===== config.mk =====
export PLATFORM = sky130hd
export DESIGN_NAME = qeh_isqrt
export DESIGN_NICKNAME = d
export VERILOG_FILES = /design/src/rtl/core/qeh_isqrt.sv
export SDC_FILE = /design/constraint.sdc
export NUM_CORES = 1
export LEC_CHECK = 0
export BUFFER_PORTS_ARGS = -buffer_cell sky130_fd_sc_hd__buf_2
export CAP_MARGIN = 20
export CORE_MARGIN = 2
export CORE_UTILIZATION = 34
export CTS_BUF_LIST = sky130_fd_sc_hd__clkbuf_4
export DETAILED_ROUTE_END_ITERATION = 8
export SYNTH_ARGS = -nofsm -noshare
export SYNTH_HDL_FRONTEND = slang
export SYNTH_SLANG_ARGS = --single-unit

===== constraint.sdc =====
create_clock -name aclk -period 19.3 [get_ports aclk]
set_clock_uncertainty 0.05 [all_clocks]
set_input_delay 2.895 -clock aclk [delete_from_list [all_inputs] [get_ports aclk]]
set_output_delay 2.895 -clock aclk [all_outputs]
set_load 0.005 [all_outputs]

===== src/rtl/core/qeh_isqrt.sv =====
`timescale 1ns / 1ps
`default_nettype none
module qeh_isqrt (
    input  wire logic        aclk,
    input  wire logic        aresetn,
    input  wire logic        start,
    input  wire logic [56:0] radicand,
    output logic             done,
    output logic [28:0]      root
);

    logic        busy_reg;
    logic [4:0]  j_reg;
    logic [56:0] v_reg;
    logic [56:0] r_reg;
    logic [56:0] bit_val;
    logic [57:0] rb;
    logic        take;
    logic [56:0] r_new;
    logic [56:0] v_new;

    always_comb begin
        bit_val = 57'd1 << (6'd56 - {j_reg, 1'b0});
        rb = {1'b0, r_reg} + {1'b0, bit_val};
        take = ({1'b0, v_reg} >= rb);
        if (take) begin
            v_new = v_reg - rb[56:0];
            r_new = (r_reg >> 1) + bit_val;
        end else begin
            v_new = v_reg;
            r_new = r_reg >> 1;
        end
    end

    always_ff @(posedge aclk) begin
        if (!aresetn) begin
            busy_reg <= 1'b0;
            done <= 1'b0;
            j_reg <= '0;
        end else begin
            done <= 1'b0;
            if (start) begin
                busy_reg <= 1'b1;
                j_reg <= '0;
                v_reg <= radicand;
                r_reg <= '0;
            end else if (busy_reg) begin
                v_reg <= v_new;
                r_reg <= r_new;
                j_reg <= j_reg + 5'd1;
                if (j_reg == 5'd28) begin
                    busy_reg <= 1'b0;
                    done <= 1'b1;
                    root <= r_new[28:0];
                end
            end
        end
    end

endmodule
`default_nettype wire


### After elaboration in Yosys (flattened, before gate mapping)

Cells that the tools add are included.

| storage, ports and cells | value |
|---|---|
| register bits after elaboration | 150 |
| latch bits | 0 |
| ROM bits | 0 |
| bits in writable memories | 0 |
| memories kept | 0 |

| cells by class | value |
|---|---|
| reductions and logical operators | 7 |
| multiplexer cells | 9 |
| eq/ne operators | 1 |
| order comparisons | 1 |
| $add $sub $neg | 5 |
| divide/modulo/power cells | 0 |
| bitwise gates (word level) | 3 |
| $mul | 0 |
| shift-type cells | 1 |

Operator list:

| operator | count |
|---|---|
| $mux W57 | 5 |
| $add A57 B57 Y58 | 1 |
| $ge A57 B58 Y1 | 1 |
| $add A56 B57 Y57 | 1 |
| $shl A1 B6 Y57 const A | 1 |
| $sub A57 B57 Y57 | 1 |
| $sub A6 B6 Y6 const A | 1 |
| $add A5 B1 Y5 const B | 1 |
| $eq A5 B5 Y1 const B | 1 |
| $mux W1 | 4 |
| $reduce_and A4 Y1 | 1 |
| $reduce_bool A2 Y1 | 2 |
| $not A1 Y1 | 3 |
| $reduce_and A3 Y1 | 1 |
| $reduce_or A3 Y1 | 1 |
| $reduce_and A2 Y1 | 1 |
| $reduce_or A2 Y1 | 1 |

### Longest topological paths before layout

| depth | value |
|---|---|
| depth in word-level cells | 7 |
| depth in mapped cells | 35 |
| depth with buffers taken out | 30 |

### Least setup slack after synthesis

Ideal clock, no wire load.

| timing | value |
|---|---|
| kind | reg2reg |
| from | reg j_reg[1] |
| to | reg v_reg[0] (enable) |
| arrival time | 9119 ps |
| required time | 18760 ps |
| library setup time | 490 ps |
| period minus slack after synthesis | 9659 ps |
| path buffers | 6 |
| cell stages (with the launch flop) | 34 |
| slack | 9641 ps |
| path through | dfxtp_1 -> buf_2 -> inv_1 -> ha_1 -> buf_2 -> xnor2_1 -> clkbuf_1 -> nand2b_1 -> nor2_1 -> ha_1 -> nand2_1 -> or2_2 -> nor4_1 -> o21ai_0 -> o21a_1 -> nor2_1 -> a21oi_1 -> o21bai_1 -> a31oi_1 -> xor2_1 -> ha_1 -> clkbuf_1 -> nand3_1 -> nor3_1 -> nand2_1 -> a21oi_2 -> nor4_2 -> o41ai_4 -> o221a_2 -> o211ai_4 -> or2_1 -> buf_4 -> buf_4 -> a21oi_1 |

| on the way | value |
|---|---|
| cells in the longest elaborated chain, start to end | 6 |

Ends and longest elaborated chain:

| element | line | RTL |
|---|---|---|
| start: declaration | 13 | `logic [4:0] j_reg;` |
| start signal: assignment | 50 | `j_reg <= j_reg + 5'd1;` |
| $sub A6 B6 Y6 | 23 | `bit_val = 57'd1 << (6'd56 - {j_reg, 1'b0});` |
| $shl A1 B6 Y57 | 23 |  |
| $add A57 B57 Y58 | 24 | `rb = {1'b0, r_reg} + {1'b0, bit_val};` |
| $ge A57 B58 Y1 | 25 | `take = ({1'b0, v_reg} >= rb);` |
| $reduce_bool A2 Y1 (no line) | -- |  |
| $reduce_and A3 Y1 (no line) | -- |  |
| end signal: assignment | 45 | `v_reg <= radicand;` |
| end signal: assignment | 48 | `v_reg <= v_new;` |
| end: declaration | 14 | `logic [56:0] v_reg;` |

Every way passes these cells.
A chain may end at the register's enable or synchronous reset.

### Final worst setup path

| timing | value |
|---|---|
| from | reg j_reg[0] |
| to | reg v_reg[46] (enable) |

Same word-level chain as after synthesis.

==> flow_summary_export.csv <==
group,metric,value,unit
sta,worst_pin_slew,0.8458,ns
job,drv_cap,0,
cells_and_area,final_core_util,0.3710,
synth,syn_avg_cell_area,8.420,um^2
routing,drc_errors,0,
min_path,hold-path-endpoint,"done$_SDFF_PP0_",
clock_network,numCtsBuffers,17,
floorplan,die_height,209.2,um
clock_network,htreeDepth,4,
routing,viasPerCell,5.649,
synth,synth_flop_cell,"edfxtp_1",
sta,max_slew_margin,0.4362,
routing,drt-pass1-iter-count,7,
synth,synth.distinct_cells,97,
floorplan,dieArea,0.04376,mm^2
clock_network,clk_path_buf_depth,2,
grt,grt_max_degree,69,
place,place_inst,2258,
synth,syn_nets,1873,
sta,period_needed,9.013,ns
setup_path,cp_max_fo,57,
floorplan,die_x,209.2,um
synth,synth_top_cell_area_share,0.3000,
setup_path,crit_top_cell,"ha_1",
synth,yosys.area.top_type,"edfxtp_1",
setup_path,cpPeakStageDelay,0.61,ns
setup_path,cp-start-kind,"register",
floorplan,row_count,75,
sta,finalCritPeriodShare,0.4670,
sta,finalHoldViolations,0,
clock_network,cts_setup_buffers,0,
place,hpwlAfterDp,32.76,mm
routing,final_antenna_net_count,0,
setup_path,worst_r2r_endpoint,"v_reg[46]$_DFFE_PP_",
grt,overflow,0,
pwr,p_total,0.9203,mW
setup_path,crit_type,"register to register",
min_path,min_from,"busy_reg$_SDFF_PN0_",
grt,grt_pass1_wl,68.01,mm
setup_path,rr_worst_depth,30,
setup_path,timing.rr.start,"j_reg[0]$_SDFFE_PN0P_",
clock_network,cts_resized,0,
cells_and_area,fin_nets,1911,
cells_and_area,fin_cells,2292,
pwr,cellPowerDensity,59.40,mW/mm^2
status,status,"completed",
setup_path,critPathSlowestCell,"buf_4",
grt,grt_usage,0.1957,
place,dpl_cell_area,0.01519,mm^2
floorplan,core-area,0.04176,mm^2
synth,syn_inst,1700,
floorplan,start_util,0.3428,
synth,synth_area_leaders,"edfxtp_1 (30%), ha_1 (9.8%), nand2_1 (5.5%)",
clock_network,clkTransAtPathRegs,0.13,ns
clock_network,cts_tree,"built",
routing,wl_per_cell,18.52,um
cells_and_area,fillers,4341,
setup_path,worstPathArrival,9.27,ns
synth,synth_area,0.01431,mm^2
sta,fmax,110.9,MHz
grt,grt_pass1_vias,12590,
sta,maxSlewViolCount,0,
synth,synth_edf_count,143,
clock_network,cts-root-buf,"clkbuf_4",
clock_network,cts.sinks,150,
routing,num_vias,12950,
sta,setup-tns-final,0,ns
pwr,vdd_drop_max,0.03625,mV
synth,yosysSeqAreaShare,0.3098,
sta,rsz0062_at_grt,"no",
setup_path,crit_path_end_kind,"register",
cells_and_area,syn2layout_area_growth,8.235,%
routing,totalWireLength,42.45,mm
setup_path,worst_ep_required_time,19.56,ns
floorplan,boundaryPins,90,
min_path,min_path_type,"register to register",
synth,synth-seq-cells,150,
clock_network,cts.hold.buffers_added,0,
cells_and_area,layout-drive-gt1-share,0.1068,
synth,yosysWarnings,0,
cells_and_area,fin_area,0.01549,mm^2
place,port_buffers,89,
pwr,leakage,5.715,nW
setup_path,r2r_slack,10.29,ns
min_path,whs_path_depth,2,
synth,ys_async_sr_fraction,0,
sta,setup_viol,0,
place,place_congestion,0.9486,
clock_network,clock_latency,0.69,ns
grt,antenna_found_initial,2,
routing,drt_iter0_drc,1060,
## final cells by class
cell class              instances  area (um^2)  share of cell area
clock buffers                  17        127.6            0.008238
diodes                          2        5.005           0.0003230
multi-input cells            1429         9407              0.6072
clock inverters                15        167.7             0.01082
flip-flops and latches        150         4434              0.2862
repair buffers                 99        523.0             0.03376
well taps                     539        674.4             0.04353
inverters                      41        153.9            0.009934
## metrics by stage
stage	setup WS [ns]	hold WS [ns]
after floorplan	9.641	0.5662
after global placement	10.69	0.5379
after detailed placement	10.39	0.5536
after CTS	10.37	0.5693
after global routing	9.649	0.6259
final	10.29	0.5722
## cell usage in the layout, fill, tap and decap left out, types with 11 or more instances in the layout
cell type  instances
nor3b_1           14
nand2_1          209
o21a_1            13
o211ai_1          12
a21o_1            27
nor2_1           143
buf_2             88
clkbuf_4          17
nor2b_1           17
a31oi_1           45
buf_4             11
ha_1             112
a31o_2            17
xor2_1            85
o21ai_1           14
inv_1             39
nor3_1            45
and2_1            45
nand3_1           46
o31ai_1           13
a21oi_1          107
xnor2_1           84
nand4_1           28
and3_1            25
o21bai_1          20
a211oi_1          23
edfxtp_1         143
o21ai_0          127
## worst max path at each step
stage | from | endpoint | slack, ns | cells past startpoint
2_1_floorplan | j_reg[1]$_SDFFE_PN0P_ | v_reg[0]$_DFFE_PP_ | 9.64 | 33
3_3_place_gp | j_reg[0]$_SDFFE_PN0P_ | v_reg[43]$_DFFE_PP_ | 10.69 | 30
3_5_place_dp | j_reg[0]$_SDFFE_PN0P_ | v_reg[53]$_DFFE_PP_ | 10.39 | 30
4_1_cts | j_reg[0]$_SDFFE_PN0P_ | v_reg[43]$_DFFE_PP_ | 10.37 | 30
5_1_grt | j_reg[0]$_SDFFE_PN0P_ | v_reg[46]$_DFFE_PP_ | 9.65 | 30
6_report | j_reg[0]$_SDFFE_PN0P_ | v_reg[46]$_DFFE_PP_ | 10.29 | 30
## worst max-delay path, delay by kind of cell, from the launching register on
family                   cells  cell delay, ns
AO/OA/AOI/OAI               12            2.89
XOR/XNOR                     1            0.17
adder cells (fa/ha/maj)      3            1.18
buffers and inverters        3            1.05
flip-flops                   1            0.47
AND/OR/NAND/NOR             11            2.73
## report_power, final
part	internal, mW	switching [mW]
clock	0.0802	0.140
sequential	0.388	0.0253
combinational	0.110	0.177
## routing by layer
| layer | global-route usage | vias up | wire, um |
|---|---|---|---|
| met4 | 0.05296 | 0 | 679 |
| met2 | 0.3385 | 347 | 20710 |
| met5 | 0 | - | 0 |
| met1 | 0.2536 | 6201 | 19290 |
| li1 | - | 6352 | - |
| met3 | 0.03021 | 48 | 1775 |
## cells by family (layout without fill, tap and decap cells)
kind of cell               after synthesis  in the layout  synth area share
adders and majority gates              117            117            0.1021
DFF                                    150            150            0.3098
muxes                                   13             13           0.01040
and+or+nand+nor                        635            635            0.2134
xor gates and xnor gates               170            170            0.1045
buffers and inverters                  121            172           0.03427
AOI/OAI and AO/OA                      494            494            0.2255
other                                    0              2                 0
## synthesized netlist by cell type (4+ instances only)
master and instances:
nand2b_1 10, nor2b_1 17, or2_1 4, o21bai_1 20, a21o_1 27, ha_1 112, nor3_1 45, edfxtp_1 143
nor4_1 10, and3_1 25, nand4_1 28, o31ai_1 13, a31oi_1 45, a41oi_1 6, inv_1 40, and2_1 45
or3_1 7, o21a_1 13, a21oi_1 108, o21ai_1 14, mux2_1 7, a221oi_1 6, or2_2 8, mux2_2 4
o221ai_1 4, o21ai_0 127, dfxtp_1 7, buf_2 17, o211ai_1 12, xnor2_1 84, nor2_1 143, nand3_1 46
a211oi_1 23, a21boi_0 4, clkbuf_1 58, xor2_1 85, maj3_1 4, o21ba_2 4, nor3b_1 14, a31o_2 17
nand2_1 209
No activity file was read; power rests on OpenSTA's default activity.
