File: config.mk
export PLATFORM = sky130hd
export DESIGN_NAME = qeh_cordic
export DESIGN_NICKNAME = d
export VERILOG_FILES = /design/src/rtl/core/qeh_pkg.sv /design/src/rtl/core/qeh_cordic.sv
export SDC_FILE = /design/constraint.sdc
export NUM_CORES = 1
export LEC_CHECK = 0
export ABC_CLOCK_PERIOD_IN_PS = 8700
export BUFFER_PORTS_ARGS = -buffer_cell sky130_fd_sc_hd__buf_2
export CAP_MARGIN = 40
export CORE_MARGIN = 4
export CORE_UTILIZATION = 65
export CTS_BUF_LIST = sky130_fd_sc_hd__clkbuf_8
export CTS_CLUSTER_SIZE = 20
export DETAILED_ROUTE_END_ITERATION = 10
export PLACE_DENSITY = 0.84
export SLEW_MARGIN = 20
export SYNTH_ARGS = -nofsm -noshare
export SYNTH_HDL_FRONTEND = slang
export SYNTH_SLANG_ARGS = --single-unit
File: constraint.sdc
create_clock -name aclk -period 8.7 [get_ports aclk]
set_input_delay 1.74 -clock aclk [delete_from_list [all_inputs] [get_ports aclk]]
set_output_delay 1.74 -clock aclk [all_outputs]
set_load 0.005 [all_outputs]
File: src/rtl/core/qeh_pkg.sv
`timescale 1ns / 1ps
`default_nettype none
package qeh_pkg;

    localparam int CORDIC_STEPS_DEF = 16;
    localparam int TIME_BITS_DEF = 32;

    localparam logic [15:0] TIMEOUT_RESET = 16'd3000;
    localparam logic [3:0] LIMIT_RESET = 4'd3;

    localparam logic [15:0] HEADING_LIM = 16'd23040;
    localparam logic [15:0] ROLL_LIM = 16'd11520;

    localparam logic CFG_TIMEOUT = 1'b0;
    localparam logic CFG_LIMIT = 1'b1;

    localparam logic [2:0] STATUS_OK = 3'd0;
    localparam logic [2:0] STATUS_NOT_INIT = 3'd1;
    localparam logic [2:0] STATUS_TIMEOUT = 3'd2;
    localparam logic [2:0] STATUS_INVALID = 3'd3;
    localparam logic [2:0] STATUS_FAIL_REC = 3'd4;
    localparam logic [2:0] STATUS_INIT_ACK = 3'd5;

    // atan(2^-i) in degrees scaled by 2^16.
    function automatic logic [21:0] atan_q16(input logic [4:0] idx);
        logic [21:0] v;
        unique case (idx)
            5'd0: v = 22'd2949120;
            5'd1: v = 22'd1740967;
            5'd2: v = 22'd919879;
            5'd3: v = 22'd466945;
            5'd4: v = 22'd234379;
            5'd5: v = 22'd117304;
            5'd6: v = 22'd58666;
            5'd7: v = 22'd29335;
            5'd8: v = 22'd14668;
            5'd9: v = 22'd7334;
            5'd10: v = 22'd3667;
            5'd11: v = 22'd1833;
            5'd12: v = 22'd917;
            5'd13: v = 22'd458;
            5'd14: v = 22'd229;
            5'd15: v = 22'd115;
            5'd16: v = 22'd57;
            5'd17: v = 22'd29;
            5'd18: v = 22'd14;
            5'd19: v = 22'd7;
            5'd20: v = 22'd4;
            5'd21: v = 22'd2;
            5'd22: v = 22'd1;
            default: v = 22'd0;
        endcase
        return v;
    endfunction

endpackage
`default_nettype wire

File: src/rtl/core/qeh_cordic.sv
`timescale 1ns / 1ps
`default_nettype none
module qeh_cordic #(
    parameter int CORDIC_STEPS = qeh_pkg::CORDIC_STEPS_DEF
) (
    input  wire logic               aclk,
    input  wire logic               aresetn,
    input  wire logic               start,
    input  wire logic signed [39:0] x_in,
    input  wire logic signed [39:0] y_in,
    input  wire logic [15:0]        lim,
    output logic                    done,
    output logic signed [15:0]      angle
);

    localparam int IW = $clog2(CORDIC_STEPS);
    localparam logic signed [26:0] HALF_TURN = 27'sd11796480;

    logic                    busy_reg;
    logic                    fin_reg;
    logic [IW-1:0]           i_reg;
    logic signed [39:0]      x_reg;
    logic signed [39:0]      y_reg;
    logic signed [26:0]      ang_reg;
    logic signed [39:0]      xs;
    logic signed [39:0]      ys;
    logic signed [26:0]      step_ang;
    logic signed [26:0]      rnd;
    logic signed [26:0]      lim_s;
    logic [15:0]             lim_reg;

    always_comb begin
        xs = x_reg >>> i_reg;
        ys = y_reg >>> i_reg;
        step_ang = signed'({5'd0, qeh_pkg::atan_q16(5'(i_reg))});
        rnd = (ang_reg + 27'sd256) >>> 9;
        lim_s = signed'({11'd0, lim_reg});
    end

    always_ff @(posedge aclk) begin
        if (!aresetn) begin
            busy_reg <= 1'b0;
            fin_reg <= 1'b0;
            done <= 1'b0;
            i_reg <= '0;
        end else begin
            done <= 1'b0;
            if (start) begin
                lim_reg <= lim;
                i_reg <= '0;
                if (x_in == 40'sd0 && y_in == 40'sd0) begin
                    ang_reg <= '0;
                    fin_reg <= 1'b1;
                end else begin
                    busy_reg <= 1'b1;
                    if (x_in < 40'sd0) begin
                        x_reg <= -x_in;
                        y_reg <= -y_in;
                        ang_reg <= (y_in >= 40'sd0) ? HALF_TURN : -HALF_TURN;
                    end else begin
                        x_reg <= x_in;
                        y_reg <= y_in;
                        ang_reg <= '0;
                    end
                end
            end else if (busy_reg) begin
                if (y_reg >= 40'sd0) begin
                    x_reg <= x_reg + ys;
                    y_reg <= y_reg - xs;
                    ang_reg <= ang_reg + step_ang;
                end else begin
                    x_reg <= x_reg - ys;
                    y_reg <= y_reg + xs;
                    ang_reg <= ang_reg - step_ang;
                end
                i_reg <= i_reg + IW'(1);
                if (i_reg == IW'(CORDIC_STEPS - 1)) begin
                    busy_reg <= 1'b0;
                    fin_reg <= 1'b1;
                end
            end else if (fin_reg) begin
                fin_reg <= 1'b0;
                done <= 1'b1;
                if (rnd > lim_s) begin
                    angle <= lim_s[15:0];
                end else if (rnd < -lim_s) begin
                    angle <= -lim_s[15:0];
                end else begin
                    angle <= rnd[15:0];
                end
            end
        end
    end

endmodule
`default_nettype wire

Yosys cells after proc, flatten, opt, wreduce, memory -nomap -nowiden
Memories as Yosys holds them, arrays and structs flattened. A register that Yosys moved wholly into a read port is not among the register bits.
Index checks and enable logic that the tools add are counted.
{"block": "totals", "ff_bits": 146, "rom_bits": 352, "input_bits": 99, "out_inout_bits": 17, "word_cells": 76, "n_memories": 1}
{"name": "(name not given)", "words": 16, "word_bits": 22, "read_ports": 1, "rd_ports_with_merged_regs": 1, "wr": 0, "line": "qeh_pkg.sv:27", "source": "unique case (idx)"}
{"block": "classes", "n_addsub": 12, "n_lt_le_gt_ge": 5, "n_eq_ne": 4, "shift": 2, "n_mux": 29, "bitwise": 3, "reduce_logical": 11}
{"cell": "$mux W40", "count": 10}
{"cell": "$mux W27", "count": 6}
{"cell": "$add A40 B40 Y40", "count": 2}
{"cell": "$ge A40 B1 Y1 const B", "count": 2}
{"cell": "$logic_not A40 Y1", "count": 2}
{"cell": "$neg A40 Y40", "count": 2}
{"cell": "$sshr A40 B4 Y40", "count": 2}
{"cell": "$sub A40 B40 Y40", "count": 2}
{"cell": "$lt A40 B1 Y1 const B", "count": 1}
{"cell": "$mux W16", "count": 2}
{"cell": "$add A27 B10 Y27 const B", "count": 1}
{"cell": "$add A27 B23 Y27", "count": 1}
{"cell": "$lt A18 B27 Y1", "count": 1}
{"cell": "$neg A16 Y27", "count": 1}
{"cell": "$sub A27 B23 Y27", "count": 1}
{"cell": "$gt A18 B17 Y1", "count": 1}
{"cell": "$neg A16 Y16", "count": 1}
{"cell": "$mux W1", "count": 9}
{"cell": "$mux W4", "count": 2}
{"cell": "$reduce_and A2 Y1", "count": 3}
{"cell": "$add A4 B1 Y4 const B", "count": 1}
{"cell": "$eq A4 B4 Y1 const B", "count": 1}
{"cell": "$reduce_and A4 Y1", "count": 1}
{"cell": "$ne A3 B2 Y1 const B", "count": 1}
{"cell": "other kinds (8)", "count": 10}

Logic depth before layout (Yosys ltp)
Gate-level depths: netlist of the first run.
{"block": "logic_depth", "depth_word": 5, "ltp_mapped": 29, "ltp_nobuf": 23}

Worst setup path after synthesis of the first run
OpenSTA, ideal clock, no wires.
{"block": "synth_timing", "path_type": "reg-to-reg", "start": "reg i_reg[0]", "end": "reg y_reg[39], data pin", "setup_time_ns": 0.264, "t_arrival_ns": 5.945, "required_ns": 8.436, "setup_slack_ns": 2.491, "stages_incl_launch_ff": 29, "n_path_buf": 7, "synth_period_minus_slack_ns": 6.209, "cell_sequence": "dfxtp_1 clkbuf_1 inv_1 buf_2 buf_2 buf_2 buf_1 buf_1 buf_1 nand2_1 nand2_1 o21ai_0 ha_1 nand2_1 or3_1 o21bai_1 o31ai_1 xor2_1 ha_1 o211ai_1 a21boi_0 and3_1 o21a_1 o211a_1 o21ai_0 or4b_2 a311o_1 xnor2_1 o21ai_1"}
{"block": "synth_via", "elab_chain_cells": 5, "word_cells_on_any_way": 6, "classes_between": "2 x add/sub; 1 x shift; 3 x mux"}
{"element": "from (decl)", "line": "qeh_cordic.sv:21", "source": "logic [IW-1:0] i_reg;"}
{"element": "from (signal assigned)", "line": "qeh_cordic.sv:76", "source": "i_reg <= i_reg + IW'(1);"}
{"element": "$sshr A40 B4 Y40 (*)", "line": "qeh_cordic.sv:33", "source": "xs = x_reg >>> i_reg;"}
{"element": "$add A40 B40 Y40 or $sub A40 B40 Y40 (tied branches)", "line": "qeh_cordic.sv:73, qeh_cordic.sv:69"}
{"element": "$mux W40 (*)", "line": "qeh_cordic.sv:67", "source": "if (y_reg >= 40'sd0) begin"}
{"element": "$mux W40 (*)", "line": "qeh_cordic.sv:66", "source": "end else if (busy_reg) begin"}
{"element": "$mux W40 (*)", "line": "qeh_cordic.sv:48", "source": "if (start) begin"}
{"element": "to (signal assigned)", "line": "qeh_cordic.sv:58", "source": "y_reg <= -y_in;"}
{"element": "to (signal assigned)", "line": "qeh_cordic.sv:69", "source": "y_reg <= y_reg - xs;"}
{"element": "to (signal assigned)", "line": "qeh_cordic.sv:73", "source": "y_reg <= y_reg + xs;"}
{"element": "to (decl)", "line": "qeh_cordic.sv:23", "source": "logic signed [39:0] y_reg;"}
Every way passes the cells marked *; elsewhere a longest branch is shown, timed or not. The select of a mux whose other input is x is not followed.
A chain may end at the register's enable or synchronous reset.

Final worst setup path of the first run
{"block": "layout_timing", "start": "reg i_reg[1]", "end": "reg x_reg[38], data pin"}
{"block": "layout_via", "elab_chain_cells": 5, "word_cells_on_any_way": 6, "classes_between": "2 x add/sub; 1 x shift; 3 x mux"}
{"element": "$sshr A40 B4 Y40 (*)", "line": "qeh_cordic.sv:34", "source": "ys = y_reg >>> i_reg;"}
{"element": "$sub A40 B40 Y40 or $add A40 B40 Y40 (tied branches)", "line": "qeh_cordic.sv:72, qeh_cordic.sv:68"}
{"element": "$mux W40 (*)", "line": "qeh_cordic.sv:67"}
{"element": "$mux W40 (*)", "line": "qeh_cordic.sv:66"}
{"element": "$mux W40 (*)", "line": "qeh_cordic.sv:48"}
{"element": "to (signal assigned)", "line": "qeh_cordic.sv:57", "source": "x_reg <= -x_in;"}
{"element": "to (signal assigned)", "line": "qeh_cordic.sv:68", "source": "x_reg <= x_reg + ys;"}
{"element": "to (signal assigned)", "line": "qeh_cordic.sv:72", "source": "x_reg <= x_reg - ys;"}
{"element": "to (decl)", "line": "qeh_cordic.sv:22", "source": "logic signed [39:0] x_reg;"}
Marks and branches as above.

==> qor.log, run 1 <==
qor: finish.commonest_cells_after_routing_fill_and_taps_aside 293 x sky130_fd_sc_hd__nand2_1, 220 x sky130_fd_sc_hd__o21ai_0, 200 x sky130_fd_sc_hd__xnor2_1
qor: power_and_ir_drop.totalPowerFinal 6.22 mW
qor: timing.hold_violations 0
qor: yosys.share_of_the_synthesized_area_in_the_top_cell_type 18.9%
qor: grt.largest_net_degree_at_the_start_of_global_routing 102
qor: hold_path.timing.hold.worst_endpoint done
qor: placed_design.finalWeightedCongestion 1.03
qor: finish.fin_area 23300 µm²
qor: timing.post-route-min-period 7090 ps
qor: timing.setup-violations-final 0
qor: cts.path_clk_slew 130 ps
qor: cts.cts.repair.resized 0
qor: placed_design.place_area 22900 µm²
qor: power_and_ir_drop.p_clk_share 10.2%
qor: yosys.postSynthNetCount 2813
qor: yosys.synth_edf_count 139
qor: detailed_routing.number_of_design_rule_violations_left_after_detail_routing 0
qor: timing.rsz0062_at_grt no
qor: setup_path.cp-start-kind register
qor: finish.final_layout_size_suffix_gt1_share 12.8%
qor: yosys.yosys.cell_types.count 88
qor: power_and_ir_drop.power_per_cell_area 267 nW/µm²
qor: yosys.syn_std_cell_area 22000 µm²
qor: timing.timing_worst_slew_pin_value 888 ps
qor: die.floorplan.io_pins 116
qor: timing.fin_tns_setup 0 ps
qor: cts.cts_setup_buffers 0
qor: yosys.synth_warnings 0
qor: power_and_ir_drop.ir_worst_vdd 0.169 mV
qor: detailed_routing.route.vias.total 20800
qor: die.fp.dieArea 36900 µm²
qor: yosys.netlist_top_cells_area sky130_fd_sc_hd__edfxtp_1 19%, sky130_fd_sc_hd__ha_1 9.4%, sky130_fd_sc_hd__xnor2_1 7.9%, sky130_fd_sc_hd__mux4_2 6.3%, sky130_fd_sc_hd__o21ai_0 5.0%
qor: run.cap_viol_max_count 0
qor: hold_path.worstHoldPathType reg -> reg
qor: yosys.synth.ff_latch_count 168
qor: placed_design.dp_hpwl 52.1 mm
qor: detailed_routing.antenna_violating_nets_post_route 0
qor: die.floorplan.initialDensity 65.7%
qor: die.die_y 192 µm
qor: timing.slew_headroom 40.1%
qor: yosys.seq_area_frac_synth 21.6%
qor: detailed_routing.post_drt_wl_per_cell 22.3 µm
qor: timing.maxClockFrequency 0.141 GHz
qor: cts.cts_made_buffers 17
qor: setup_path.reg2reg_slack 1610 ps
qor: finish.fill_cells 2616
qor: setup_path.critPathArrivalTime 7350 ps
qor: cts.clock_insertion_delay_worst_skew 550 ps
qor: timing.report.final.slew_viol_count 0
qor: detailed_routing.postRouteWirelength 67.9 mm
qor: power_and_ir_drop.cell_internal_pwr 3.16 mW
qor: power_and_ir_drop.total_leakage_power 9.12 nW
qor: grt.grt.total_usage 36.2%
qor: setup_path.worst-endpoint-required 8960 ps
qor: finish.final_common_cell sky130_fd_sc_hd__nand2_1
qor: die.die_outline_width 192 µm
qor: timing.clock-skew-final 26.4 ps
qor: grt.grt_overflow 0
qor: finish.insertedDiodeCount 0
qor: setup_path.reg2reg_from i_reg[1]
qor: die.placement_rows 67
qor: yosys.post_synth_inst_count 2546
qor: setup_path.critical_path.max_fanout 56
qor: grt.grt_first_pass_wirelength 106 mm
qor: yosys.ys_dominant_reg_cell sky130_fd_sc_hd__edfxtp_1
qor: finish.final_net_count 2854
qor: hold_path.hold_path_depth 1
qor: cts.clkSinkCount 168
qor: yosys.async_reset_ff_share 0%
qor: placed_design.port_buffers 115
qor: detailed_routing.via_per_inst 6.81
qor: setup_path.critical_path.reg2reg.endpoint x_reg[38]
qor: setup_path.r2r_cells 19
qor: cts.clock_path_buffers 2
qor: power_and_ir_drop.swShare 49.3%
qor: finish.area_growth_syn_to_layout 5.80%
qor: power_and_ir_drop.power.net_switching 3.07 mW
qor: grt.antenna_found_initial 1
qor: hold_path.worst_hold_startpoint fin_reg
qor: cts.holdBufCountCts 0
qor: die.coreArea 33500 µm²
qor: cts.cts_max_level 4
qor: setup_path.end_kind register
qor: timing.fin_crit_sh 81.5%
qor: setup_path.worst_setup_path_type reg -> reg
qor: power_and_ir_drop.power.share.sequential 23.4%
qor: cts.clock_tree.root_cell sky130_fd_sc_hd__clkbuf_8
qor: detailed_routing.detailedRoute.firstIterationViolations 1914
qor: yosys.postSynthAreaPerCell 8.66 µm²
qor: yosys.synth_top_cell_by_area sky130_fd_sc_hd__edfxtp_1
qor: cts.tritoncts_clock_tree yes
qor: grt.grt_pass1_vias 19700
qor: detailed_routing.count_of_tritonroute_iterations_in_the_first_routing_pass 6
qor: outcome.outcome finished, final reports clean
qor: power_and_ir_drop.p_comb_share 66.4%
per-stage QoR:
stage          hold WS (ps)  cells  setup slack (ps)  utilization (%)
2_1_floorplan           466   2546              2490                -
4_1_cts                 550   3045              1660             69.4
3_3_place_gp            522   3008              1840             67.9
6_report                550   3048              1610             69.5
5_1_grt                 565   3048              1190             69.5
3_5_place_dp            529   3013              1700             68.2
worst max-delay path by stage:
stage	startpoint	cells after the start	to	slack, ps
global route	i_reg[1]	20	y_reg[39]	1190
detailed placement	i_reg[1]	18	x_reg[38]	1700
global placement	i_reg[1]	18	x_reg[38]	1840
CTS	i_reg[1]	18	x_reg[38]	1660
finish	i_reg[1]	19	x_reg[38]	1610
floorplan	i_reg[0]	28	y_reg[39]	2490
final cells by class:
class | instances | area (µm²) | share of cell area [%]
Multi-Input combinational cell | 2189 | 16400 | 70.5
Inverter | 65 | 244 | 1.05
Clock buffer | 17 | 234 | 1.00
Tap cell | 448 | 561 | 2.40
Timing Repair Buffer | 146 | 893 | 3.83
Clock inverter | 15 | 184 | 0.789
Sequential cell | 168 | 4770 | 20.4
cells by family (layout without fill, tap and decap cells):
group,count (synthesis),after routing,synth area share (%)
AND/OR/NAND/NOR,815,815,18.1
multiplexers,195,195,14.1
AO/OA/AOI/OAI,712,712,20.8
XOR/XNOR,299,299,11.9
buffers and inverters,189,243,3.91
flip-flops,168,168,21.6
adder cells (fa/ha/maj),168,168,9.64
power by group through the flow:
stage,clock network [mW],logic [mW],registers [mW]
after floorplan,0,3.18,1.25
after global routing,0.666,4.56,1.45
after detailed placement,0,4.01,1.44
after global placement,0,3.92,1.45
after CTS,0.638,4.05,1.43
final,0.635,4.13,1.46
synth_stat cells (all sizes together), types with 33 or more instances:
| library cell | number |
|---|---|
| mux4 | 82 |
| o21ai | 223 |
| xnor2 | 201 |
| ha | 165 |
| nand3 | 40 |
| inv | 65 |
| buf | 55 |
| o21a | 33 |
| a21oi | 142 |
| nand2 | 293 |
| nor2 | 169 |
| o31ai | 51 |
| mux2i | 73 |
| clkbuf | 69 |
| nand2b | 33 |
| a21o | 55 |
| xor2 | 98 |
| mux2 | 40 |
| nor3 | 59 |
| edfxtp | 139 |
worst max-delay path, cell delays in order, from the launching register on:
cell and delay [ps]:
sky130_fd_sc_hd__dfxtp_4 890, sky130_fd_sc_hd__buf_4 480, sky130_fd_sc_hd__mux4_1 700, sky130_fd_sc_hd__mux4_1 600
sky130_fd_sc_hd__or4_1 540, sky130_fd_sc_hd__nand2b_4 160, sky130_fd_sc_hd__nand2b_4 160, sky130_fd_sc_hd__or3_1 390
sky130_fd_sc_hd__o21ai_0 230, sky130_fd_sc_hd__xnor2_1 100, sky130_fd_sc_hd__ha_1 390, sky130_fd_sc_hd__nand4_1 180
sky130_fd_sc_hd__or4_1 540, sky130_fd_sc_hd__o21ai_0 360, sky130_fd_sc_hd__o41ai_1 130, sky130_fd_sc_hd__clkbuf_2 160
sky130_fd_sc_hd__a221o_1 360, sky130_fd_sc_hd__a31oi_1 170, sky130_fd_sc_hd__xnor2_1 130, sky130_fd_sc_hd__mux2i_1 80
layer usage:
metal  part of all wire, %  up-vias  track usage, %
met2                    45     1012            57.6
met3                   8.6      225            7.36
met1                    40     9861            47.0
met5                 0.010        -               0
li1                      -     9658               -
met4                   5.7        2            18.0
Note: power is estimated with default switching activity, not from simulation.
==> inputs of run 2 (changes only) <==
--- a/config.mk
+++ b/config.mk
@@ -5,15 +5,15 @@
 export SDC_FILE = /design/constraint.sdc
 export NUM_CORES = 1
 export LEC_CHECK = 0
-export ABC_CLOCK_PERIOD_IN_PS = 8700
+export ABC_CLOCK_PERIOD_IN_PS = 6300
 export BUFFER_PORTS_ARGS = -buffer_cell sky130_fd_sc_hd__buf_2
 export CAP_MARGIN = 40
 export CORE_MARGIN = 4
-export CORE_UTILIZATION = 65
+export CORE_UTILIZATION = 59
 export CTS_BUF_LIST = sky130_fd_sc_hd__clkbuf_8
 export CTS_CLUSTER_SIZE = 20
 export DETAILED_ROUTE_END_ITERATION = 10
-export PLACE_DENSITY = 0.84
+export PLACE_DENSITY = 0.8
 export SLEW_MARGIN = 20
 export SYNTH_ARGS = -nofsm -noshare
 export SYNTH_HDL_FRONTEND = slang
==> constraint.sdc (replaced) <==
create_clock -name aclk -period 6.3 [get_ports aclk]
set_input_delay 1.26 -clock aclk [delete_from_list [all_inputs] [get_ports aclk]]
set_output_delay 1.26 -clock aclk [all_outputs]
set_load 0.005 [all_outputs]
==> qor.log, run 2 (synthesized netlist as in run 1, its figures left out) <==
qor: cts.clkSinkCount 168
qor: setup_path.worst_setup_path_type reg -> reg
qor: finish.seq_area 4770 µm²
qor: finish.post-route-util 65.2%
qor: placed_design.placedCellCount 3110
qor: timing.fin_tns_setup 0 ps
qor: run.cap_viol_max_count 0
qor: grt.grt.total_usage 33.6%
qor: grt.antenna_found_initial 1
qor: timing.fin_crit_sh 97.1%
qor: power_and_ir_drop.ir_worst_vdd 0.218 mV
qor: cts.cts_max_level 4
qor: placed_design.finalWeightedCongestion 1.05
qor: detailed_routing.postRouteWirelength 70.5 mm
qor: timing.rsz0062_at_grt yes
qor: setup_path.crit_chain buf_12, mux4_1, and2_1, a311o_1, o31a_1, or3_1, o21bai_1, buf_4, o31ai_1, xor2_1, ha_1, nand2_1, o21ai_0, a211o_1, o211a_1, o21ai_0, or4b_2, a311o_1, xnor2_1, o21ai_1
qor: finish.area_growth_syn_to_layout 8.61%
qor: cts.path_clk_slew 120 ps
qor: setup_path.top_cell_family_by_delay_on_the_critical_path compound AO/OA/AOI/OAI gates
qor: power_and_ir_drop.power_per_cell_area 366 nW/µm²
qor: setup_path.critical_path_max_stage_delay 660 ps
qor: cts.holdBufCountCts 0
qor: timing.maxClockFrequency 0.163 GHz
qor: die.coreArea 36700 µm²
qor: grt.global_route.peak_usage_layer met2
qor: setup_path.worstPathBufferInverterCount 2
qor: cts.clock_path_buffers 2
qor: hold_path.worstHoldPathType reg -> reg
qor: detailed_routing.count_of_tritonroute_iterations_in_the_first_routing_pass 6
qor: die.die_y 201 µm
qor: setup_path.end_kind register
qor: timing.timing_worst_slew_pin_value 832 ps
qor: finish.fill_cells 3096
qor: placed_design.port_buffers 115
qor: setup_path.worst_path_max_delay_cell sky130_fd_sc_hd__or4b_2
qor: die.die_outline_width 201 µm
qor: detailed_routing.detailedRoute.firstIterationViolations 2403
qor: timing.report.final.slew_viol_count 0
qor: grt.grt_overflow 0
qor: cts.clock_tree.root_cell sky130_fd_sc_hd__clkbuf_8
qor: finish.commonest_cells_after_routing_fill_and_taps_aside 293 x sky130_fd_sc_hd__nand2_1, 218 x sky130_fd_sc_hd__o21ai_0, 200 x sky130_fd_sc_hd__xnor2_1
qor: finish.final_layout_size_suffix_gt1_share 15.6%
qor: detailed_routing.number_of_design_rule_violations_left_after_detail_routing 0
qor: die.placement_rows 70
qor: finish.final_common_cell sky130_fd_sc_hd__nand2_1
qor: finish.multi_input_logic_area 16500 µm²
qor: cts.clock_insertion_delay_worst_skew 570 ps
qor: setup_path.critPathArrivalTime 6390 ps
qor: finish.instances_no_fill 3150
qor: timing.post-route-min-period 6120 ps
qor: die.fp.dieArea 40500 µm²
qor: finish.final_net_count 2935
qor: timing.setup-violations-final 0
qor: detailed_routing.post_drt_wl_per_cell 22.4 µm
qor: cts.cts_made_buffers 17
qor: grt.use_met3 4.82%
qor: timing.clock-skew-final 33.5 ps
qor: outcome.outcome finished, final reports clean
qor: setup_path.critical_path.max_fanout 9
qor: setup_path.cp-start-kind register
qor: detailed_routing.antenna_violating_nets_post_route 0
qor: grt.grt.met1_usage 44.5%
qor: timing.slew_headroom 44.0%
qor: setup_path.worst-endpoint-required 6580 ps
qor: die.floorplan.io_pins 116
qor: detailed_routing.route.vias.total 21200
qor: timing.hold_violations 0
qor: detailed_routing.via_per_inst 6.73
qor: grt.grt_pass1_vias 20300
qor: grt.grtUsageMet2 55.7%
qor: grt.largest_net_degree_at_the_start_of_global_routing 85
qor: power_and_ir_drop.total_leakage_power 9.48 nW
qor: placed_design.dp_hpwl 55.0 mm
qor: grt.grt_first_pass_wirelength 110 mm
qor: die.floorplan.initialDensity 60.1%
qor: cts.tritoncts_clock_tree yes
-- run 2: changes by cell type in the layout (fill, tap and decap cells not counted), sizes merged --
cell    previous run  this run
buf              145       227
diode              0         1
clkbuf            18        17
-- run 2: repair_timing --
item | 4_1_cts | 5_1_grt
buffers inserted | 1 | 5
setup endpoints to repair | 2 | 27
pin swaps | 0 | 3
resized for setup | 0 | 15
-- run 2: layer usage --
metal	share of wire, %	wire [µm]
met4	4.4	3100
met5	0	0
met3	7.3	5130
met2	47	33100
met1	41	29200
-- run 2: worst paths after layout --
check            from        end  depth (start not counted)  slack (ps)
max          i_reg[1]  y_reg[39]                         20         180
min reg2reg   fin_reg       done                          1         520
min           fin_reg       done                          1         520
max reg2reg  i_reg[1]  y_reg[39]                         20         180
-- run 2: power breakdown --
group / total [mW] / internal (mW) / switching [mW]
clock network: 0.804 / 0.312 / 0.492
logic: 6.03 / 2.66 / 3.37
registers: 1.93 / 1.53 / 0.392
total: 8.76 / 4.50 / 4.25
-- run 2: stage by stage --
| stage | total power [mW] | instance area, µm² | hold slack [ps] | setup WS, ps |
|---|---|---|---|---|
| global placement | 7.64 | 23400 | 493 | 139 |
| CTS | 8.60 | 23800 | 517 | 108 |
| detailed placement | 7.76 | 23400 | 500 | 26.1 |
| floorplan | 6.12 | 22000 | 466 | 90.7 |
| finish | 8.76 | 23900 | 515 | 182 |
| global route | 9.40 | 23900 | 535 | -45.3 |
-- run 2: worst reg2reg max path: stages, from the launching register on --
cell	delay, ps
sky130_fd_sc_hd__dfxtp_4	440
sky130_fd_sc_hd__buf_12	160
sky130_fd_sc_hd__mux4_1	580
sky130_fd_sc_hd__and2_1	180
sky130_fd_sc_hd__a311o_1	350
sky130_fd_sc_hd__o31a_1	340
sky130_fd_sc_hd__or3_1	400
sky130_fd_sc_hd__o21bai_1	270
sky130_fd_sc_hd__buf_4	200
sky130_fd_sc_hd__o31ai_1	300
sky130_fd_sc_hd__xor2_1	120
sky130_fd_sc_hd__ha_1	440
sky130_fd_sc_hd__nand2_1	70
sky130_fd_sc_hd__o21ai_0	280
sky130_fd_sc_hd__a211o_1	170
sky130_fd_sc_hd__o211a_1	190
sky130_fd_sc_hd__o21ai_0	120
sky130_fd_sc_hd__or4b_2	660
sky130_fd_sc_hd__a311o_1	340
sky130_fd_sc_hd__xnor2_1	140
sky130_fd_sc_hd__o21ai_1	80
-- run 2: cell type report --
cell class	count	area share, %
Antenna cell	1	0.0105
Sequential cell	168	19.9
Clock inverter	15	0.523
Multi-Input combinational cell	2189	68.9
Timing Repair Buffer	227	6.24
Clock buffer	17	0.977
Inverter	65	1.02
Tap cell	468	2.45
==> inputs of run 3 (changes only) <==
--- a/config.mk
+++ b/config.mk
@@ -5,15 +5,15 @@
 export SDC_FILE = /design/constraint.sdc
 export NUM_CORES = 1
 export LEC_CHECK = 0
-export ABC_CLOCK_PERIOD_IN_PS = 6300
+export ABC_CLOCK_PERIOD_IN_PS = 5870
 export BUFFER_PORTS_ARGS = -buffer_cell sky130_fd_sc_hd__buf_2
 export CAP_MARGIN = 40
 export CORE_MARGIN = 4
-export CORE_UTILIZATION = 59
+export CORE_UTILIZATION = 65
 export CTS_BUF_LIST = sky130_fd_sc_hd__clkbuf_8
 export CTS_CLUSTER_SIZE = 20
 export DETAILED_ROUTE_END_ITERATION = 10
-export PLACE_DENSITY = 0.8
+export PLACE_DENSITY = 0.84
 export SLEW_MARGIN = 20
 export SYNTH_ARGS = -nofsm -noshare
 export SYNTH_HDL_FRONTEND = slang
==> constraint.sdc (replaced) <==
create_clock -name aclk -period 5.87 [get_ports aclk]
set_input_delay 1.174 -clock aclk [delete_from_list [all_inputs] [get_ports aclk]]
set_output_delay 1.174 -clock aclk [all_outputs]
set_load 0.005 [all_outputs]
==> qor.log, run 3 (synthesized netlist as in run 1, its figures left out) <==
qor: grt.largest_net_degree_at_the_start_of_global_routing 103
qor: setup_path.worst_setup_path_type reg -> reg
qor: placed_design.place_area 24700 µm²
qor: detailed_routing.via_per_inst 6.71
qor: die.placement_rows 67
qor: cts.cts_max_level 4
qor: power_and_ir_drop.power_per_cell_area 409 nW/µm²
qor: timing.clock-skew-final 28.8 ps
qor: die.die_y 192 µm
qor: detailed_routing.post_drt_wl_per_cell 22.3 µm
qor: timing.hold_violations 0
qor: setup_path.critical_path.max_fanout 9
qor: setup_path.worst-endpoint-required 6150 ps
qor: power_and_ir_drop.total_leakage_power 10.4 nW
qor: power_and_ir_drop.ir_worst_vdd 0.310 mV
qor: grt.grt_pass1_vias 21300
qor: finish.insertedDiodeCount 0
qor: outcome.outcome finished, final reports clean
qor: detailed_routing.number_of_design_rule_violations_left_after_detail_routing 0
qor: grt.antenna_found_initial 0
qor: die.coreArea 33500 µm²
qor: setup_path.end_kind register
qor: cts.clock_path_buffers 2
qor: setup_path.cp-start-kind register
qor: timing.fin_crit_sh 98.7%
qor: die.floorplan.initialDensity 65.7%
qor: timing.fin_tns_setup 0 ps
qor: die.floorplan.io_pins 116
qor: detailed_routing.route.vias.total 22200
qor: detailed_routing.postRouteWirelength 73.8 mm
qor: timing.maxClockFrequency 0.173 GHz
qor: die.fp.dieArea 36900 µm²
qor: finish.final_net_count 3111
qor: cts.cts_made_buffers 17
qor: run.cap_viol_max_count 0
qor: finish.fin_area 25600 µm²
qor: placed_design.port_buffers 115
qor: timing.report.final.slew_viol_count 0
qor: detailed_routing.detailedRoute.firstIterationViolations 2234
qor: timing.setup-violations-final 0
qor: detailed_routing.count_of_tritonroute_iterations_in_the_first_routing_pass 8
qor: timing.rsz0062_at_grt yes
qor: finish.fill_cells 2456
qor: cts.clock_tree.root_cell sky130_fd_sc_hd__clkbuf_8
qor: timing.timing_worst_slew_pin_value 846 ps
qor: placed_design.finalWeightedCongestion 1.05
qor: finish.final_layout_size_suffix_gt1_share 22.9%
qor: finish.commonest_cells_after_routing_fill_and_taps_aside 293 x sky130_fd_sc_hd__nand2_1, 269 x sky130_fd_sc_hd__buf_4, 205 x sky130_fd_sc_hd__o21ai_0
qor: timing.post-route-min-period 5790 ps
qor: finish.area_growth_syn_to_layout 16.3%
qor: cts.path_clk_slew 130 ps
qor: hold_path.worstHoldPathType reg -> reg
qor: cts.clkSinkCount 168
qor: grt.grt_first_pass_wirelength 114 mm
qor: cts.clock_insertion_delay_worst_skew 550 ps
qor: timing.slew_headroom 43.0%
qor: grt.grt.total_usage 39.1%
qor: placed_design.dp_hpwl 57.7 mm
qor: grt.grt_overflow 0
qor: detailed_routing.antenna_violating_nets_post_route 0
qor: finish.post-route-util 76.4%
qor: die.die_outline_width 192 µm
qor: finish.final_common_cell sky130_fd_sc_hd__nand2_1
qor: cts.tritoncts_clock_tree yes
qor: setup_path.critPathArrivalTime 6070 ps
-- run 3: cell count changes in the layout (fill, tap and decap cells not counted), sizes merged --
cell          previous run  this run
diode                    1         0
clkinv                   7         5
dlymetal6s2s             0         1
clkinvlp                 1         2
inv                     71        72
buf                    227       402
-- run 3: final timing paths --
path         startpoint        end  slack [ps]  cells past startpoint
max            i_reg[1]  x_reg[38]          80                     21
min             fin_reg       done         500                      1
max reg2reg    i_reg[1]  x_reg[38]          80                     21
min reg2reg     fin_reg       done         500                      1
-- run 3: repair_timing --
item | CTS | global route
endpoints found under the hold margin | 0 | 0
hold buffers | 0 | 0
resized for setup | 20 | 85
pin swaps | 5 | 26
endpoints found under the setup margin | 20 | 39
setup buffers | 4 | 15
gates cloned | 1 | 0
-- run 3: critical path: stages, from the launching register on --
cell and delay, ps:
sky130_fd_sc_hd__dfxtp_4 450, sky130_fd_sc_hd__buf_12 150, sky130_fd_sc_hd__buf_4 120, sky130_fd_sc_hd__mux4_1 550, sky130_fd_sc_hd__mux4_2 490, sky130_fd_sc_hd__or4_4 580
sky130_fd_sc_hd__nand2b_4 160, sky130_fd_sc_hd__nand2b_4 160, sky130_fd_sc_hd__or3_4 360, sky130_fd_sc_hd__buf_4 150, sky130_fd_sc_hd__nand2_1 70, sky130_fd_sc_hd__xor2_1 70
sky130_fd_sc_hd__ha_1 320, sky130_fd_sc_hd__nand2_1 80, sky130_fd_sc_hd__or4_4 560, sky130_fd_sc_hd__o21ai_4 210, sky130_fd_sc_hd__o41ai_2 100, sky130_fd_sc_hd__buf_4 140
sky130_fd_sc_hd__a221o_1 340, sky130_fd_sc_hd__a31oi_1 210, sky130_fd_sc_hd__xnor2_1 140, sky130_fd_sc_hd__mux2i_1 80
-- run 3: metrics by stage --
step	cells	setup WS (ps)	hold WS, ps	total power [mW]
floorplan	2546	31.1	466	6.57
global placement	3251	-98.8	479	8.86
detailed placement	3251	-230	494	9.07
CTS	3288	10.6	508	10.1
global route	3305	-94.0	546	11.2
finish	3305	78.0	502	10.5
-- run 3: power breakdown --
group          total (mW)  internal (mW)  switching [mW]
clock               0.949          0.361           0.588
combinational        7.48           3.52            3.96
sequential           2.05           1.65           0.409
-- run 3: area by class of cell --
| class | count | area [µm²] | area share (%) |
|---|---|---|---|
| Tap cell | 448 | 561 | 2.19 |
| Clock buffer | 17 | 234 | 0.913 |
| Multi-Input combinational cell | 2189 | 16700 | 65.2 |
| Inverter | 65 | 246 | 0.962 |
| Sequential cell | 168 | 4770 | 18.6 |
| Clock inverter | 15 | 181 | 0.708 |
| Timing Repair Buffer | 403 | 2920 | 11.4 |
-- run 3: metal layers --
layer	vias up	routed length, µm	track usage (%)
met1	10500	28500	48.8
met4	0	4280	20.8
li1	10200	-	-
met5	-	0	0
met2	1163	34700	64.4
met3	297	6380	7.34
